--- config.mk ---
export PLATFORM = sky130hd
export DESIGN_NAME = ackermann_drive_steer_controller_core
export DESIGN_NICKNAME = d
export VERILOG_FILES = /design/src/rtl/adsc_pkg.sv /design/src/rtl/ackermann_drive_steer_controller_core.sv /design/src/rtl/adsc_drive_lane.sv /design/src/rtl/adsc_steer_lane.sv
export SDC_FILE = /design/constraint.sdc
export NUM_CORES = 2
export LEC_CHECK = 0
export ABC_AREA = 1
export BUFFER_PORTS_ARGS = -buffer_cell sky130_fd_sc_hd__buf_2
export CORE_MARGIN = 2
export CORE_UTILIZATION = 40
export DETAILED_ROUTE_END_ITERATION = 8
export GPL_ROUTABILITY_DRIVEN = 0
export HOLD_SLACK_MARGIN = 0.03
export PLACE_DENSITY = 0.61
export SLEW_MARGIN = 40
export SYNTH_ARGS = -nofsm -noshare
export SYNTH_HDL_FRONTEND = slang
export SYNTH_SLANG_ARGS = --single-unit
--- constraint.sdc ---
create_clock -name clk -period 23.7 [get_ports clk]
set_clock_uncertainty 0.2 [all_clocks]
set_input_delay 1.185 -clock clk [delete_from_list [all_inputs] [get_ports clk]]
set_output_delay 1.185 -clock clk [all_outputs]
set_load 0.1 [all_outputs]
--- src/rtl/adsc_pkg.sv ---
package adsc_pkg;

    localparam int DRIVE_MOTORS_DEF = 6;
    localparam int STEER_MOTORS_DEF = 4;
    localparam int ANGLE_LEVELS_DEF = 11;
    localparam int TABLE_COLS = 11;
    localparam int NUM_REGS = 6;
    localparam int NUM_RESULTS = 10;

    localparam logic [1:0] CMD_TICK  = 2'd0;
    localparam logic [1:0] CMD_DRIVE = 2'd1;
    localparam logic [1:0] CMD_STOP  = 2'd2;

    localparam logic [1:0] DIR_FWD   = 2'd1;
    localparam logic [1:0] DIR_REV   = 2'd2;
    localparam logic [1:0] DIR_BRAKE = 2'd3;

    localparam logic [2:0] REG_HOME_FL = 3'd0;
    localparam logic [2:0] REG_HOME_RL = 3'd1;
    localparam logic [2:0] REG_HOME_RR = 3'd2;
    localparam logic [2:0] REG_HOME_FR = 3'd3;
    localparam logic [2:0] REG_GAIN    = 3'd4;
    localparam logic [2:0] REG_SCALE   = 3'd5;

    typedef struct packed {
        logic [1:0] cmd;
        logic [7:0] throttle;
        logic [7:0] turn;
        logic [7:0] fb_front_left;
        logic [7:0] fb_rear_left;
        logic [7:0] fb_rear_right;
        logic [7:0] fb_front_right;
    } in_word_t;

    typedef struct packed {
        logic [3:0] motor_index;
        logic [7:0] pwm;
        logic [1:0] direction;
        logic       last;
    } out_word_t;

    typedef struct packed {
        logic [7:0] pwm;
        logic [1:0] direction;
    } lane_res_t;

    function automatic logic [16:0] ratio_lut(input logic [2:0] m, input logic [3:0] c);
        logic [16:0] r;
        r = 17'd65536;
        unique case (m)
            3'd0: unique case (c)
                4'd0: r = 17'd29095; 4'd1: r = 17'd31058; 4'd2: r = 17'd34301;
                4'd3: r = 17'd39561; 4'd4: r = 17'd48494; 4'd6: r = 17'd63861;
                4'd7: r = 17'd64058; 4'd8: r = 17'd63980; 4'd9: r = 17'd64055;
                4'd10: r = 17'd64211; default: r = 17'd65536;
            endcase
            3'd1: unique case (c)
                4'd0: r = 17'd13782; 4'd1: r = 17'd19163; 4'd2: r = 17'd25535;
                4'd3: r = 17'd33745; 4'd4: r = 17'd45554; default: r = 17'd65536;
            endcase
            3'd2: unique case (c)
                4'd0: r = 17'd28150; 4'd1: r = 17'd30060; 4'd2: r = 17'd33334;
                4'd3: r = 17'd38730; 4'd4: r = 17'd47947; 4'd6: r = 17'd64411;
                4'd7: r = 17'd64910; 4'd8: r = 17'd64628; 4'd9: r = 17'd64397;
                4'd10: r = 17'd64267; default: r = 17'd65536;
            endcase
            3'd3: unique case (c)
                4'd0: r = 17'd64910; 4'd1: r = 17'd64628; 4'd2: r = 17'd64397;
                4'd3: r = 17'd64267; 4'd4: r = 17'd64411; 4'd6: r = 17'd28150;
                4'd7: r = 17'd30060; 4'd8: r = 17'd33334; 4'd9: r = 17'd38730;
                4'd10: r = 17'd47947; default: r = 17'd65536;
            endcase
            3'd4: unique case (c)
                4'd6: r = 17'd13782; 4'd7: r = 17'd19163; 4'd8: r = 17'd25535;
                4'd9: r = 17'd33745; 4'd10: r = 17'd45554; default: r = 17'd65536;
            endcase
            3'd5: unique case (c)
                4'd0: r = 17'd64211; 4'd1: r = 17'd64055; 4'd2: r = 17'd63980;
                4'd3: r = 17'd64058; 4'd4: r = 17'd63861; 4'd6: r = 17'd29095;
                4'd7: r = 17'd31058; 4'd8: r = 17'd34301; 4'd9: r = 17'd39561;
                4'd10: r = 17'd48494; default: r = 17'd65536;
            endcase
            default: r = 17'd65536;
        endcase
        return r;
    endfunction

    function automatic logic signed [15:0] offset_lut(input logic [1:0] m,
                                                      input logic [3:0] a);
        logic signed [15:0] r;
        r = 16'sd0;
        unique case (m)
            2'd0: unique case (a)
                4'd0: r = -16'sd5078; 4'd1: r = -16'sd4543; 4'd2: r = -16'sd3907;
                4'd3: r = -16'sd3087; 4'd4: r = -16'sd1918; 4'd6: r = 16'sd12245;
                4'd7: r = 16'sd9849; 4'd8: r = 16'sd7442; 4'd9: r = 16'sd5008;
                4'd10: r = 16'sd2531; default: r = 16'sd0;
            endcase
            2'd1: unique case (a)
                4'd0: r = 16'sd4967; 4'd1: r = 16'sd4453; 4'd2: r = 16'sd3840;
                4'd3: r = 16'sd3045; 4'd4: r = 16'sd1901; 4'd6: r = -16'sd2560;
                4'd7: r = -16'sd5120; 4'd8: r = -16'sd7680; 4'd9: r = -16'sd10240;
                4'd10: r = -16'sd12800; default: r = 16'sd0;
            endcase
            2'd2: unique case (a)
                4'd0: r = 16'sd12800; 4'd1: r = 16'sd10240; 4'd2: r = 16'sd7680;
                4'd3: r = 16'sd5120; 4'd4: r = 16'sd2560; 4'd6: r = -16'sd1901;
                4'd7: r = -16'sd3045; 4'd8: r = -16'sd3840; 4'd9: r = -16'sd4453;
                4'd10: r = -16'sd4967; default: r = 16'sd0;
            endcase
            2'd3: unique case (a)
                4'd0: r = -16'sd12245; 4'd1: r = -16'sd9849; 4'd2: r = -16'sd7442;
                4'd3: r = -16'sd5008; 4'd4: r = -16'sd2531; 4'd6: r = 16'sd1918;
                4'd7: r = 16'sd3087; 4'd8: r = 16'sd3907; 4'd9: r = 16'sd4543;
                4'd10: r = 16'sd5078; default: r = 16'sd0;
            endcase
            default: r = 16'sd0;
        endcase
        return r;
    endfunction

endpackage

--- src/rtl/ackermann_drive_steer_controller_core.sv ---
// channel | dir | word       | handshake
// in      | in  | in_word_t  | in_valid / in_ready
// out     | out | out_word_t | out_valid / out_ready
// cfg     | in  | 8-bit reg  | cfg_we, cfg_index, cfg_data
// one tick: accept cycle, then compute steps (lane multiply, error, gain multiply),
// then 10 output words, one per cycle when out_ready holds
// the six drive lanes and four steer lanes run side by side; a merge mux sends words
// out_ready low stalls the output register; the next tick waits until the last word
// reset clears state to speed 0, brake, angle 5 and registers to defaults
module ackermann_drive_steer_controller_core #(
    parameter int ANGLE_LEVELS = adsc_pkg::ANGLE_LEVELS_DEF
) (
    input  logic                clk,
    input  logic                rst_n,
    input  logic                in_valid,
    output logic                in_ready,
    input  adsc_pkg::in_word_t  in_word,
    output logic                out_valid,
    input  logic                out_ready,
    output adsc_pkg::out_word_t out_word,
    input  logic                cfg_we,
    input  logic [2:0]          cfg_index,
    input  logic [7:0]          cfg_data
);
    import adsc_pkg::*;

    localparam logic [1:0] ST_IDLE = 2'd0;
    localparam logic [1:0] ST_CALC = 2'd1;
    localparam logic [1:0] ST_SEND = 2'd2;
    localparam logic [3:0] ANG_MAX = 4'(ANGLE_LEVELS - 1);

    logic [1:0] state_reg, state_next;
    logic [1:0] phase_reg;
    logic [3:0] idx_reg;
    logic [7:0] regs_reg [NUM_REGS];
    logic [7:0] speed_reg;
    logic [1:0] dir_reg;
    logic [3:0] ang_reg;
    logic       stop_reg;
    logic [7:0] fb_reg [4];
    logic [7:0] dpwm [6];
    lane_res_t  sres [4];
    logic [3:0] ang_c;
    logic [3:0] col;
    logic [8:0] s_fwd;
    logic [8:0] s_rev;
    logic [7:0] thr_rev;
    logic [15:0] q25_fwd;
    logic [15:0] q25_rev;
    logic [15:0] turn_m;
    logic [27:0] ang_prod;
    logic [3:0] ang_new;
    logic       acc;
    lane_res_t  sel;

    assign in_ready = (state_reg == ST_IDLE);
    assign acc = in_valid && in_ready;
    assign ang_c = (ang_reg > 4'(TABLE_COLS - 1)) ? 4'(TABLE_COLS - 1) : ang_reg;
    assign col = 4'(TABLE_COLS - 1) - ang_c;

    // 255 * t / 125 is 2t + t / 25, and t / 25 is (t * 41) >> 10 for t below 256
    assign thr_rev = in_word.throttle - 8'd125;
    assign q25_fwd = 16'(in_word.throttle) * 16'd41;
    assign q25_rev = 16'(thr_rev) * 16'd41;
    assign s_fwd = {in_word.throttle, 1'b0} + 9'(q25_fwd[15:10]);
    assign s_rev = {thr_rev, 1'b0} + 9'(q25_rev[15:10]);
    assign turn_m = 16'(in_word.turn) * 16'(ANGLE_LEVELS - 1);
    // divide by 250 as a reciprocal multiply
    assign ang_prod = 28'(turn_m) * 28'd4195;

    always_comb
    begin
        logic [15:0] q;
        q = 16'(ang_prod[27:20]);
        if (q > 16'(ANG_MAX))
            q = 16'(ANG_MAX);
        if (q > 16'(TABLE_COLS - 1))
            q = 16'(TABLE_COLS - 1);
        ang_new = q[3:0];
    end

    genvar g;
    generate
        for (g = 0; g < 6; g++)
        begin : g_drive
            adsc_drive_lane u_lane (
                .clk   (clk),
                .motor (3'(g)),
                .col   (col),
                .speed (speed_reg),
                .start (state_reg == ST_CALC && phase_reg == 2'd1),
                .pwm   (dpwm[g])
            );
        end
        for (g = 0; g < 4; g++)
        begin : g_steer
            adsc_steer_lane u_lane (
                .clk   (clk),
                .motor (2'(g)),
                .ang   (ang_c),
                .home  (regs_reg[g]),
                .scale (regs_reg[REG_SCALE]),
                .gain  (regs_reg[REG_GAIN]),
                .fb    (fb_reg[g]),
                .phase ((state_reg == ST_CALC) ? phase_reg : 2'd0),
                .res   (sres[g])
            );
        end
    endgenerate

    always_comb
    begin
        sel.pwm = 8'd0;
        sel.direction = dir_reg;
        if (idx_reg < 4'd6)
            sel.pwm = dpwm[idx_reg[2:0]];
        else
            sel = sres[2'(idx_reg - 4'd6)];
        out_word.motor_index = idx_reg;
        out_word.pwm = sel.pwm;
        out_word.direction = stop_reg ? DIR_BRAKE : sel.direction;
        out_word.last = (idx_reg == 4'(NUM_RESULTS - 1));
    end

    assign out_valid = (state_reg == ST_SEND);

    always_comb
    begin
        state_next = state_reg;
        unique case (state_reg)
            ST_IDLE: if (acc) state_next = ST_CALC;
            ST_CALC: if (phase_reg == 2'd3) state_next = ST_SEND;
            ST_SEND: if (out_ready && out_word.last) state_next = ST_IDLE;
            default: state_next = ST_IDLE;
        endcase
    end

    always_ff @(posedge clk or negedge rst_n)
    begin
        if (!rst_n)
        begin
            state_reg <= ST_IDLE;
            phase_reg <= 2'd0;
            idx_reg   <= 4'd0;
            speed_reg <= 8'd0;
            dir_reg   <= DIR_BRAKE;
            ang_reg   <= 4'd5;
            stop_reg  <= 1'b0;
            regs_reg[0] <= 8'd128;
            regs_reg[1] <= 8'd128;
            regs_reg[2] <= 8'd128;
            regs_reg[3] <= 8'd128;
            regs_reg[4] <= 8'd64;
            regs_reg[5] <= 8'd16;
        end
        else
        begin
            state_reg <= state_next;
            if (cfg_we && cfg_index < 3'(NUM_REGS))
                regs_reg[cfg_index] <= cfg_data;
            if (acc)
            begin
                phase_reg <= 2'd1;
                idx_reg <= 4'd0;
                if (in_word.cmd == CMD_DRIVE)
                begin
                    if (in_word.throttle <= 8'd125)
                    begin
                        speed_reg <= s_fwd[7:0];
                        dir_reg <= DIR_FWD;
                    end
                    else
                    begin
                        speed_reg <= s_rev[8] ? 8'd255 : s_rev[7:0];
                        dir_reg <= DIR_REV;
                    end
                    ang_reg <= ang_new;
                end
                else if (in_word.cmd == CMD_STOP)
                begin
                    dir_reg <= DIR_BRAKE;
                    stop_reg <= 1'b1;
                end
            end
            else if (state_reg == ST_CALC)
                phase_reg <= phase_reg + 2'd1;
            if (state_reg == ST_SEND && out_ready)
                idx_reg <= idx_reg + 4'd1;
        end
    end

    always_ff @(posedge clk)
    begin
        if (acc)
        begin
            fb_reg[0] <= in_word.fb_front_left;
            fb_reg[1] <= in_word.fb_rear_left;
            fb_reg[2] <= in_word.fb_rear_right;
            fb_reg[3] <= in_word.fb_front_right;
        end
    end
endmodule

--- src/rtl/adsc_drive_lane.sv ---
module adsc_drive_lane (
    input  logic                  clk,
    input  logic [2:0]            motor,
    input  logic [3:0]            col,
    input  logic [7:0]            speed,
    input  logic                  start,
    output logic [7:0]            pwm
);
    import adsc_pkg::*;

    logic [24:0] prod_reg;
    logic [24:0] prod_next;

    assign prod_next = ratio_lut(motor, col) * speed;

    always_ff @(posedge clk)
    begin
        if (start)
        begin
            prod_reg <= prod_next;
        end
    end

    always_comb
    begin
        if (prod_reg <= 25'(50 << 16))
            pwm = 8'd0;
        else if (prod_reg[24])
            pwm = 8'd255;
        else
            pwm = prod_reg[23:16];
    end
endmodule

--- src/rtl/adsc_steer_lane.sv ---
module adsc_steer_lane (
    input  logic                  clk,
    input  logic [1:0]            motor,
    input  logic [3:0]            ang,
    input  logic [7:0]            home,
    input  logic [7:0]            scale,
    input  logic [7:0]            gain,
    input  logic [7:0]            fb,
    input  logic [1:0]            phase,
    output adsc_pkg::lane_res_t   res
);
    import adsc_pkg::*;

    logic signed [24:0] x_reg;
    logic signed [24:0] x_next;
    logic signed [13:0] err_reg;
    logic signed [13:0] err_next;
    logic signed [22:0] p_reg;
    logic signed [22:0] p_next;
    logic signed [12:0] target;
    logic [21:0]        mag;
    logic [20:0]        xmag;

    assign x_next = $signed({1'b0, home, 12'd0})
                  + $signed({1'b0, scale}) * offset_lut(motor, ang);
    assign xmag   = x_reg[24] ? 21'((-x_reg) >>> 12) : 21'(x_reg >>> 12);
    assign target = x_reg[24] ? -$signed(13'(xmag)) : $signed(13'(xmag));
    assign err_next = 14'(target) - $signed({6'd0, fb});
    assign p_next = $signed({1'b0, gain}) * err_reg;
    assign mag = p_reg[22] ? 22'((-p_reg) >>> 4) : 22'(p_reg >>> 4);

    always_ff @(posedge clk)
    begin
        if (phase == 2'd1)
            x_reg <= x_next;
        if (phase == 2'd2)
            err_reg <= err_next;
        if (phase == 2'd3)
            p_reg <= p_next;
    end

    always_comb
    begin
        res.direction = (p_reg[22] && mag != 22'd0) ? DIR_REV : DIR_FWD;
        if (mag >= 22'd255)
            res.pwm = 8'd254;
        else if (mag < 22'd10)
            res.pwm = 8'd0;
        else
            res.pwm = mag[7:0];
    end
endmodule

==> metrics.log <==
[metrics] detail-routed via count per cell: 5.06
[metrics] layout overhead on the synthesized area: 6.52%
[metrics] fill count: 21.1k
[metrics] slew at the pin closest to its max-slew limit: 0.899 ns
[metrics] area of the mapped netlist: 86100 um^2
[metrics] clock transition at the registers of the reported paths: 0.06 ns
[metrics] final routed wirelength across all metal layers: 233 mm
[metrics] IO Port Bufs: 82
[metrics] number of DRC violations after detailed routing: 0
[metrics] CP startpoint kind: register
[metrics] largest net degree at the start of global routing: 76
[metrics] cell chosen for the clock root: sky130_fd_sc_hd__clkbuf_16
[metrics] highest achievable clock rate: 112 MHz
[metrics] CP max-delay cell: sky130_fd_sc_hd__dfrtp_1
[metrics] share of flip-flops with an asynchronous set or reset: 14.2%
[metrics] outcome: complete, no violations
[metrics] number of antenna violations at the first check in global routing: 10
[metrics] area of the placeable core: 214000 um^2
[metrics] IO Pins: 83
[metrics] first-pass GRT wire length: 376 mm
[metrics] number of global-route vias before repair: 69.4k
[metrics] period utilisation layout: 37.7%
[metrics] Post-CTS Hold Fix Bufs: 0
[metrics] Sum Neg Setup Slack: 0 ns
[metrics] number of synthesized flops with an enable pin: 430
[metrics] First-pass DRT Iterations: 6
[metrics] nets in the synthesized netlist: 12.8k
[metrics] Post-CTS Setup Inserts: 0
[metrics] delay of the slowest cell on the worst path: 0.76 ns
[metrics] number of max-capacitance violations reported: 0
[metrics] initial core utilization: 40.2%
[metrics] die area: 219000 um^2
[metrics] number of different library cells in the post-synthesis netlist: 65
[metrics] Die Ht: 468 um
[metrics] post-detailed-route wirelength per cell: 17.4 um
[metrics] nets@finish: 12.7k
[metrics] HPWL Detailed: 191 mm
[metrics] # H-tree levels: 3
[metrics] RSZ-0062 raised after global routing: no
[metrics] number of placement rows: 170
[metrics] Tmin final: 8.93 ns
[metrics] Yosys Warn Count: 0
[metrics] number of register bits inferred by synthesis: 501
[metrics] Remaining Overflow, GRT: 0
[metrics] portion of the post-synthesis area used by sequential elements: 17.1%
[metrics] worst slew slack as a fraction of its limit: 39.6%
[metrics] die width: 468 um
[metrics] initial DRC count: 5144
[metrics] insertion delay of the later-clocked pin in the worst-skew pair: 0.69 ns
[metrics] worst hold slack: 0.280 ns
[metrics] maximum fanout along the worst path: 19
[metrics] Synth Instances: 10.6k
[metrics] # resized after CTS: 0
[metrics] max-slew violations: 0
[metrics] Max Root-Sink Buffers: 3
[metrics] max reg flops: 150
[metrics] TritonCTS clock tree: yes
[metrics] Total GRT Usage: 21.6%
[metrics] antenna-violating nets left: 0
[metrics] kind of critical path: reg2reg
[metrics] number of vias after detailed routing: 67.8k
[metrics] crit end category: register
[metrics] mean cell area of the mapped netlist: 8.15 um^2
[metrics] share of cells above drive strength 1: 3.27%
[metrics] CP Data Required Time: 23.90 ns
[metrics] leading register cell type out of synthesis: sky130_fd_sc_hd__edfxtp_1
[metrics] number of endpoints with negative hold slack in the final report: 0
[metrics] number of buffers inserted during clock tree synthesis: 66
[metrics] count of clock tree sinks: 501
[metrics] final-report setup violation count: 0
[metrics] worst min-delay path category: reg2reg
[metrics] arrival time at the worst endpoint: 9.14 ns
critical path, delay by kind of cell, from the launching register on:
| family | cells | cell delay (ns) |
|---|---|---|
| flip-flops | 1 | 0.76 |
| XOR/XNOR | 1 | 0.10 |
| buffers and inverters | 8 | 1.06 |
| AO/OA/AOI/OAI | 4 | 1.35 |
| adder cells (fa/ha/maj) | 7 | 3.16 |
| AND/OR/NAND/NOR | 9 | 2.01 |
cells in the final DEF (no fill, tap or decap), drive strengths merged, types with 40 or more instances in the layout:
| master | synthesis | routed |
|---|---|---|
| nand3 | 400 | 400 |
| nand3b | 42 | 42 |
| clkbuf | 238 | 78 |
| nor4 | 40 | 40 |
| buf | 38 | 146 |
| nor2 | 1147 | 1147 |
| dfrtp | 61 | 61 |
| o21ai | 323 | 323 |
| a21oi | 359 | 359 |
| ha | 884 | 884 |
| nand2 | 2134 | 2134 |
| edfxtp | 430 | 430 |
| inv | 2442 | 2454 |
| fa | 1300 | 1300 |
| xnor2 | 126 | 126 |
| xor2 | 269 | 269 |
| nand4 | 51 | 51 |
| nor3 | 47 | 47 |
cell families after synthesis:
kind of cell               count (synthesis)  share of synthesized area (%)
buffers and inverters                   2724                           12.0
AOI/OAI and AO/OA                        863                           5.55
adders and majority gates               2184                           43.1
DFF                                      501                           17.1
and+or+nand+nor                         3891                           18.3
xor gates and xnor gates                 395                           4.02
per-layer routing:
layer	part of all wire, %	GRT usage, %	vias up
li1	-	-	32000
met2	45	34.8	2321
met4	4.1	8.27	2
met5	0.0039	0	-
met1	43	29.4	33000
met3	7.4	3.28	431
cells in the mapped netlist (42+ instances only):
master | count | area [um^2]
sky130_fd_sc_hd__ha_1 | 884 | 11100
sky130_fd_sc_hd__clkbuf_1 | 185 | 694
sky130_fd_sc_hd__nand3b_1 | 42 | 315
sky130_fd_sc_hd__nand2_1 | 2131 | 8000
sky130_fd_sc_hd__nand4_1 | 51 | 319
sky130_fd_sc_hd__nor2_1 | 1131 | 4250
sky130_fd_sc_hd__nand3_1 | 399 | 2000
sky130_fd_sc_hd__xnor2_1 | 126 | 1100
sky130_fd_sc_hd__fa_1 | 1300 | 26000
sky130_fd_sc_hd__a21oi_1 | 358 | 1790
sky130_fd_sc_hd__dfrtp_1 | 61 | 1530
sky130_fd_sc_hd__clkbuf_2 | 53 | 265
sky130_fd_sc_hd__nor3_1 | 46 | 230
sky130_fd_sc_hd__o21ai_0 | 317 | 1590
sky130_fd_sc_hd__edfxtp_1 | 430 | 12900
sky130_fd_sc_hd__inv_1 | 2423 | 9090
sky130_fd_sc_hd__xor2_1 | 269 | 2360
worst paths after layout:
kind / startpoint / cells after the start / slack [ns] / end
min in group asynchronous: rst_n / 1 / 0.30 / regs_reg[27]
min: stop_reg / 2 / 0.28 / stop_reg
max in group asynchronous: rst_n / 2 / 21.85 / speed_reg[5]
max: ang_reg[3] / 29 / 14.77 / g_drive[4].u_lane.prod_reg[22]
max reg2reg: ang_reg[3] / 29 / 14.77 / g_drive[4].u_lane.prod_reg[22]
min reg2reg: stop_reg / 2 / 0.28 / stop_reg
stage by stage:
stage,instance area (um^2),instances,util (%),setup WS [ns]
after floorplan,86100,10600,-,15.93
after global placement,89400,13300,41.7,15.44
after detailed placement,89500,13300,41.8,15.00
after CTS,91700,13400,42.8,14.93
after global routing,91700,13400,42.8,14.24
final,91700,13400,42.8,14.77
layout make-up:
type                            count  area, um^2  share of cell area (%)
Antenna cell                        3        7.51                 0.00819
Clock buffer                       78        1760                    1.92
Clock inverter                     41         402                   0.438
Inverter                         2448        9190                    10.0
Multi-Input combinational cell   7333       61100                    66.6
Sequential cell                   501       14700                    16.0
Tap cell                         2838        3550                    3.87
Timing Repair Buffer              146         958                    1.04
Power is not shown: default switching activity piles up to over one toggle a cycle in this logic, so the estimate is an artifact.
